$ cat config.mk
export PLATFORM = sky130hd
export DESIGN_NAME = envelope_cutoff_controller
export DESIGN_NICKNAME = d
export VERILOG_FILES = /design/src/rtl/eco_pkg.sv /design/src/rtl/envelope_cutoff_controller.sv
export SDC_FILE = /design/constraint.sdc
export NUM_CORES = 2
export LEC_CHECK = 0
export BUFFER_PORTS_ARGS = -buffer_cell sky130_fd_sc_hd__buf_2
export CORE_MARGIN = 3
export CORE_UTILIZATION = 50
export CTS_CLUSTER_DIAMETER = 100
export DETAILED_ROUTE_END_ITERATION = 12
export GPL_TIMING_DRIVEN = 1
export PLACE_DENSITY = 0.67
export SYNTH_ARGS = -nofsm -noshare
export SYNTH_HDL_FRONTEND = slang
export SYNTH_SLANG_ARGS = --single-unit
export TNS_END_PERCENT = 10
$ cat constraint.sdc
create_clock -name clk -period 18.82 [get_ports clk]
set_input_delay 2.823 -clock clk [delete_from_list [all_inputs] [get_ports clk]]
set_output_delay 2.823 -clock clk [all_outputs]
set_load 0.01 [all_outputs]
$ cat src/rtl/eco_pkg.sv
// Shared constants for the envelope cutoff controller.
package eco_pkg;

  localparam int ACC_W = 57;
  localparam int MUL_A_W = 24;
  localparam int MUL_B_W = 17;
  localparam int PROD_W = MUL_A_W + MUL_B_W;
  localparam int SWEEP_SHIFT = 35;
  localparam int ENV_W = 24;
  localparam int CUT_W = 20;

  localparam logic [CUT_W-1:0] CUTOFF_FLOOR = 20'd640;
  localparam logic [CUT_W:0] UPDATE_THRESHOLD = 21'd8;
  localparam logic [ENV_W-1:0] ENV_FULL_SCALE = 24'h800000;

  localparam logic [2:0] REG_ATTACK = 3'd0;
  localparam logic [2:0] REG_RELEASE = 3'd1;
  localparam logic [2:0] REG_BASE = 3'd2;
  localparam logic [2:0] REG_RANGE = 3'd3;
  localparam logic [2:0] REG_SENS = 3'd4;
  localparam logic [2:0] REG_CUTMAX = 3'd5;

  localparam logic [15:0] ATTACK_RESET = 16'd65399;
  localparam logic [15:0] RELEASE_RESET = 16'd65522;
  localparam logic [14:0] BASE_RESET = 15'd6400;
  localparam logic [16:0] RANGE_RESET = 17'd32000;
  localparam logic [15:0] SENS_RESET = 16'd4096;
  localparam logic [19:0] CUTMAX_RESET = 20'd345600;

endpackage

$ cat src/rtl/envelope_cutoff_controller.sv
// Envelope follower and cutoff controller built around one shared 24x17 multiplier.
// Results are offered in ST_OUT after ST_M0 and ST_M1, and on a control sample also after
// ST_M2, ST_M3, ST_M4, ST_RND, ST_SUM, ST_CLAMP and ST_CMP. A new sample is taken only in
// ST_IDLE, after out_stall frees ST_OUT; the sequencer shares one multiplier and accumulator.
// Reset (synchronous) loads the register defaults and clears envelope, cutoff and phase.
module envelope_cutoff_controller
  import eco_pkg::*;
#(
  parameter int CONTROL_INTERVAL = 32,
  parameter int SAMPLE_WIDTH = 24
) (
  input  logic                           clk,
  input  logic                           rst,
  input  logic                           in_valid,
  output logic                           in_stall,
  input  logic signed [SAMPLE_WIDTH-1:0] sample,
  input  logic                           block_start,
  output logic                           out_valid,
  input  logic                           out_stall,
  output logic        [ENV_W-1:0]        envelope,
  output logic        [CUT_W-1:0]        cutoff,
  output logic                           cutoff_update,
  input  logic                           psel,
  input  logic                           penable,
  input  logic                           pwrite,
  input  logic        [4:0]              paddr,
  input  logic        [31:0]             pwdata,
  output logic        [31:0]             prdata,
  output logic                           pready
);

  localparam int PH_W = (CONTROL_INTERVAL > 1) ? $clog2(CONTROL_INTERVAL) : 1;
  localparam logic [PH_W-1:0] PH_LAST = PH_W'(CONTROL_INTERVAL - 1);
  localparam int RS = (SAMPLE_WIDTH > 24) ? SAMPLE_WIDTH - 24 : 0;
  localparam int LS = (SAMPLE_WIDTH < 24) ? 24 - SAMPLE_WIDTH : 0;

  localparam logic [3:0] ST_IDLE = 4'd0;
  localparam logic [3:0] ST_M0 = 4'd1;
  localparam logic [3:0] ST_M1 = 4'd2;
  localparam logic [3:0] ST_M2 = 4'd3;
  localparam logic [3:0] ST_M3 = 4'd4;
  localparam logic [3:0] ST_M4 = 4'd5;
  localparam logic [3:0] ST_RND = 4'd6;
  localparam logic [3:0] ST_SUM = 4'd7;
  localparam logic [3:0] ST_CLAMP = 4'd8;
  localparam logic [3:0] ST_CMP = 4'd9;
  localparam logic [3:0] ST_OUT = 4'd10;

  logic [15:0] attack_coeff;
  logic [15:0] release_coeff;
  logic [14:0] base_cutoff;
  logic [16:0] sweep_range;
  logic [15:0] sensitivity;
  logic [19:0] cutoff_max;

  logic [3:0] state;
  logic [3:0] state_next;
  logic [PH_W-1:0] phase;
  logic [PH_W-1:0] phase_eff;
  logic ctrl;
  logic [ENV_W-1:0] rect;
  logic [ENV_W-1:0] rect_in;
  logic [15:0] coef;
  logic [ENV_W-1:0] env;
  logic [CUT_W-1:0] applied;
  logic update;
  logic [PROD_W-1:0] prod1;
  logic [ACC_W-1:0] acc;
  logic signed [23:0] cut;

  logic [SAMPLE_WIDTH-1:0] mag;
  logic [55:0] mag_ext;
  logic [16:0] smag;
  logic sens_neg;
  logic [MUL_A_W-1:0] mul_a;
  logic [MUL_B_W-1:0] mul_b;
  logic [PROD_W-1:0] prod;
  logic [ACC_W-1:0] add_x;
  logic [ACC_W-1:0] add_y;
  logic [ACC_W-1:0] sum;
  logic [21:0] rmag;
  logic signed [24:0] diff;
  logic cfg_wr;

  assign pready = 1'b1;
  assign cfg_wr = psel & penable & pwrite;

  always_comb begin
    case (paddr[4:2])
      REG_ATTACK: prdata = {16'd0, attack_coeff};
      REG_RELEASE: prdata = {16'd0, release_coeff};
      REG_BASE: prdata = {17'd0, base_cutoff};
      REG_RANGE: prdata = {15'd0, sweep_range};
      REG_SENS: prdata = {16'd0, sensitivity};
      REG_CUTMAX: prdata = {12'd0, cutoff_max};
      default: prdata = 32'd0;
    endcase
  end

  always_ff @(posedge clk) begin
    if (rst) begin
      attack_coeff <= ATTACK_RESET;
      release_coeff <= RELEASE_RESET;
      base_cutoff <= BASE_RESET;
      sweep_range <= RANGE_RESET;
      sensitivity <= SENS_RESET;
      cutoff_max <= CUTMAX_RESET;
    end else if (cfg_wr) begin
      case (paddr[4:2])
        REG_ATTACK: attack_coeff <= pwdata[15:0];
        REG_RELEASE: release_coeff <= pwdata[15:0];
        REG_BASE: base_cutoff <= pwdata[14:0];
        REG_RANGE: sweep_range <= pwdata[16:0];
        REG_SENS: sensitivity <= pwdata[15:0];
        REG_CUTMAX: cutoff_max <= pwdata[19:0];
        default: ;
      endcase
    end
  end

  assign in_stall = (state != ST_IDLE);
  assign out_valid = (state == ST_OUT);
  assign envelope = env;
  assign cutoff = applied;
  assign cutoff_update = update;

  // The magnitude of the most negative sample wraps to the sign bit, which is full scale.
  assign mag = sample[SAMPLE_WIDTH-1] ? (~sample + 1'b1) : sample;
  assign mag_ext = 56'(mag);
  assign rect_in = 24'((mag_ext >> RS) << LS);
  assign phase_eff = block_start ? '0 : phase;

  assign sens_neg = sensitivity[15];
  assign smag = sens_neg ? (17'd0 - {sensitivity[15], sensitivity}) : {1'b0, sensitivity};

  always_comb begin
    mul_a = '0;
    mul_b = '0;
    case (state)
      ST_M0: begin
        mul_a = rect;
        mul_b = 17'h10000 - {1'b0, coef};
      end
      ST_M1: begin
        mul_a = env;
        mul_b = {1'b0, coef};
      end
      ST_M2: begin
        mul_a = env;
        mul_b = sweep_range;
      end
      ST_M3: begin
        mul_a = prod1[23:0];
        mul_b = smag;
      end
      ST_M4: begin
        mul_a = {7'd0, prod1[PROD_W-1:24]};
        mul_b = smag;
      end
      default: ;
    endcase
  end

  assign prod = PROD_W'(mul_a) * PROD_W'(mul_b);

  always_comb begin
    add_x = '0;
    add_y = ACC_W'(prod);
    case (state)
      ST_M0: add_x = ACC_W'(32768);
      ST_M1: add_x = acc;
      ST_M4: begin
        add_x = acc;
        add_y = ACC_W'(prod) << 24;
      end
      ST_RND: begin
        add_x = acc;
        add_y = ACC_W'(1) << (SWEEP_SHIFT - 1);
      end
      default: ;
    endcase
  end

  assign sum = add_x + add_y;
  assign rmag = acc[SWEEP_SHIFT+21:SWEEP_SHIFT];
  assign diff = 25'(cut) - $signed({5'd0, applied});

  always_comb begin
    state_next = state;
    case (state)
      ST_IDLE: if (in_valid) state_next = ST_M0;
      ST_M0: state_next = ST_M1;
      ST_M1: state_next = ctrl ? ST_M2 : ST_OUT;
      ST_M2: state_next = ST_M3;
      ST_M3: state_next = ST_M4;
      ST_M4: state_next = ST_RND;
      ST_RND: state_next = ST_SUM;
      ST_SUM: state_next = ST_CLAMP;
      ST_CLAMP: state_next = ST_CMP;
      ST_CMP: state_next = ST_OUT;
      ST_OUT: if (!out_stall) state_next = ST_IDLE;
      default: state_next = ST_IDLE;
    endcase
  end

  always_ff @(posedge clk) begin
    if (rst) begin
      state <= ST_IDLE;
      phase <= '0;
      env <= '0;
      applied <= '0;
      update <= 1'b0;
    end else begin
      state <= state_next;
      case (state)
        ST_IDLE: begin
          if (in_valid) begin
            phase <= (phase_eff == PH_LAST) ? '0 : phase_eff + 1'b1;
            update <= 1'b0;
          end
        end
        ST_M1: env <= sum[16+ENV_W-1:16];
        ST_CMP: begin
          if ((diff < 0 ? -diff : diff) > $signed({4'd0, UPDATE_THRESHOLD})) begin
            applied <= cut[CUT_W-1:0];
            update <= 1'b1;
          end
        end
        default: ;
      endcase
    end
  end

  always_ff @(posedge clk) begin
    case (state)
      ST_IDLE: begin
        rect <= rect_in;
        coef <= (rect_in > env) ? attack_coeff : release_coeff;
        ctrl <= (phase_eff == '0);
      end
      ST_M0, ST_M1, ST_M3, ST_M4, ST_RND: acc <= sum;
      ST_M2: prod1 <= prod;
      ST_SUM: begin
        cut <= sens_neg ? ($signed({9'd0, base_cutoff}) - $signed({2'd0, rmag}))
                        : ($signed({9'd0, base_cutoff}) + $signed({2'd0, rmag}));
      end
      ST_CLAMP: begin
        if (cut > $signed({4'd0, cutoff_max})) begin
          cut <= (cutoff_max < CUTOFF_FLOOR) ? $signed({4'd0, CUTOFF_FLOOR})
                                             : $signed({4'd0, cutoff_max});
        end else if (cut < $signed({4'd0, CUTOFF_FLOOR})) begin
          cut <= $signed({4'd0, CUTOFF_FLOOR});
        end
      end
      default: ;
    endcase
  end

`ifndef NO_ASSERTIONS
  a_idle_no_out: assert property (@(posedge clk) disable iff (rst)
    !in_stall |-> !out_valid)
    else $error("output beat offered while accepting samples");

  a_busy_after_accept: assert property (@(posedge clk) disable iff (rst)
    in_valid && !in_stall |=> in_stall && !out_valid)
    else $error("sequencer did not start after an accepted beat");

  a_env_range: assert property (@(posedge clk) disable iff (rst)
    out_valid |-> envelope <= ENV_FULL_SCALE)
    else $error("envelope above full scale");

  a_update_floor: assert property (@(posedge clk) disable iff (rst)
    out_valid && cutoff_update |-> cutoff >= CUTOFF_FLOOR)
    else $error("applied cutoff below floor");
`endif

endmodule
==> metrics <==
status finished, final reports clean; total gr overflow 0; combinational power share 56.4%; CTS buffer count 36; clock latency on the worst-skew pair 570 ps; Hold Path Depth 2; CTS tree yes; Resized cells post-CTS 0; fin crit period 13240 ps; diodes inserted 0; GRT Max-Usage Layer met2; CTS Buffer Depth 3; Worst Path Required 19120 ps; Post-Synth Simple-Gate Area 17.7%; VDD IR max 0.0000843 V; pin count of the biggest net entering global routing 83; Synth Warn # 0; startpoint types flip-flop; hold buffer count at cts 0; reg2reg start coef[0]; vias in the first global route 29100; post-route ant nets 0; Root Buffer clkbuf_16; met2 Usage GRT 45.1%; Power Density 103 mW/mm^2; via density per instance 5.87; global-route wire length before repair 170 mm; Critical Path Start coef[0]; most frequent cells in the layout nand2_1, inv_1, fa_1; met3 Use GR 4.60%; hold endpoint phase[4]; compound-cell area share of the yosys netlist 16.1%; largest area contributor in the netlist fa_1; final WL 110 mm; Post-synth EDFFs 163; GR Layer Usage met1 42.4%; Mapped Avg Cell Area 8.48 sq um; synth unique cells 85; internal power 2070 uW; DPL Wire Length 83.5 mm; setup tns final 0 ps; iteration-0 DRC count of the detailed router 2759; P&R area growth vs syn 7.65%; Std-Cell Rows 97; Area contributors post-synth fa_1, edfxtp_1, ha_1; Worst Skew 20.0 ps; RSZ-0062 raised after global routing no; antenna violations before repair 0; Rel. slew slack 13.4%; P_leak 0.0172 uW; Flop pwr share 25.1%; fin. max-slew vios 0; Fin. Hold Viols 0; hold wc startpoint phase[4]; final setup vio count 0; die width 273 um; Clock power frac 18.5%; placed cell areas 0.0373 sq mm; post-synthesis mux area share 3.24%; post-synthesis cell count 4213; Max Fclk 75.5 MHz; Top FF cell, synth edfxtp_1; most frequent CP cell fa_1; I/O pins 149; post-synthesis async set-or-reset flop share 0%; crit path DAT 13540 ps; WS Path Type reg2reg; Worst Tran Pin Value 1290 ps; drc violations 0; setup slack, reg-to-reg 5580 ps; Psw 1890 uW; commonest non-fill, non-tap cell in the layout nand2_1; Synth Cell Area 0.0357 sq mm; reg2reg end acc[56]; Fill cells 6654; Worst setup EP type flip-flop; Reg2Reg Depth 45; routed via count 30500; post-synth top area share 18.7%; 1st-pass router iterations 6; Synth Register Bits 317; Final Wtd Congestion 0.972; largest family of logic cells by synthesized area adder cells; GR Util All Layers 29.3%; clk sink count 317; CP max stage delay 650 ps; detailed-route wire length per cell 21.1 um; Layout Nets 4903; share of cells above drive strength 1 8.29%; switching share of total power 47.7%; final critical-path share of the clock period 70.3%; sequential share of the synthesized area 22.3%; Die Y 273 um; Synth Area in XOR/XNOR 3.97%; Worst-path clk slew 70 ps; Initial Util 50.8%; Worst Hold Class reg2reg; Adder-Cell Fraction of Synth Area 28.2%; die area 0.0747 sq mm; Max Cap Viol 0; H-tree Lvls 2; post-CTS setup buffer count 0; crit-path max FO 9; design area 0.0385 sq mm; slowest CP cell or3_1; total core area 0.0704 sq mm; IO Port Bufs 121
-- final cells by class --
type	instances	area, sq um	area share, %
inverter	562	2110	5.49
clock inverter	19	170	0.442
timing repair buffer	192	1140	2.97
multi-input combinational	3120	24800	64.6
sequential	317	7980	20.7
clock buffer	47	1040	2.69
tap	940	1180	3.06
-- cell families after synthesis --
logic type / count (synthesis)
DFF: 317
adders and majority gates: 605
xor gates and xnor gates: 162
AOI/OAI and AO/OA: 845
muxes: 108
buffers and inverters: 787
other: 2
and+or+nand+nor: 1387
-- worst max-delay path, delay by kind of cell (launching register included) --
| kind | cells | cell delay [ps] |
|---|---|---|
| compound gates | 18 | 4340 |
| xor+xnor | 2 | 250 |
| fa+ha+maj | 9 | 4160 |
| buf+inv | 4 | 260 |
| flops | 1 | 430 |
| simple gates | 12 | 3520 |
-- layer usage --
| metal | vias up | wire length, um |
|---|---|---|
| met3 | 183 | 9690 |
| met2 | 1281 | 47700 |
| met1 | 14900 | 48500 |
| met4 | 0 | 3690 |
| met5 | - | 0 |
| li1 | 14200 | - |
-- synth_stat cells, drive strengths merged, types with 26 or more instances --
cell type and count:
edfxtp 163, xor2 46, o311ai 28, nand2b 41, or3 32, buf 34
o21ai 142, inv 562, mux2i 84, nor3 57, clkbuf 191, dfxtp 154
o21a 29, and2 105, nand3 60, a21o 79, a221oi 26, nand2 669
a211oi 29, a21oi 267, nor3b 30, nor2b 29, xnor2 116, fa 333
nor2 266, ha 272
-- power groups by stage --
stage	clock, uW	sequential, uW	combinational (uW)
after detailed placement	0	1010	2200
after global routing	770	1000	2440
after floorplan	0	977	1420
final	735	994	2240
after global placement	0	1000	2170
after CTS	744	992	2210
-- through the flow --
stage                     hold WS (ps)  utilization [%]  instances  worst slack, ps  total power [uW]
after global routing               496             54.6       5197             4940              4220
after global placement             459             52.9       5131             5860              3170
final                              470             54.6       5197             5580              3970
after floorplan                    445                -       4224             7200              2400
after CTS                          473             54.6       5197             5710              3950
after detailed placement           465             52.9       5131             5800              3200
-- state kept, by name, summed over array words and instances, names as in the netlist, 16 cells and up --
| register | cells |
|---|---|
| acc | 57 |
| rect | 24 |
| attack_coeff | 16 |
| cutoff_max | 20 |
| release_coeff | 16 |
| cutoff | 20 |
| sweep_range | 17 |
| sensitivity | 16 |
| cut | 24 |
| coef | 16 |
| prod1 | 41 |
| envelope | 24 |
-- worst max-delay path by stage --
| stage | endpoint | slack [ps] | depth (start not counted) |
|---|---|---|---|
| 4_1_cts | acc[56] | 5710 | 45 |
| 5_1_grt | acc[56] | 4940 | 46 |
| 3_3_place_gp | acc[56] | 5860 | 45 |
| 3_5_place_dp | acc[56] | 5800 | 45 |
| 2_1_floorplan | acc[56] | 7200 | 45 |
| 6_report | acc[56] | 5580 | 45 |
Note: power is estimated with default switching activity, not from simulation.
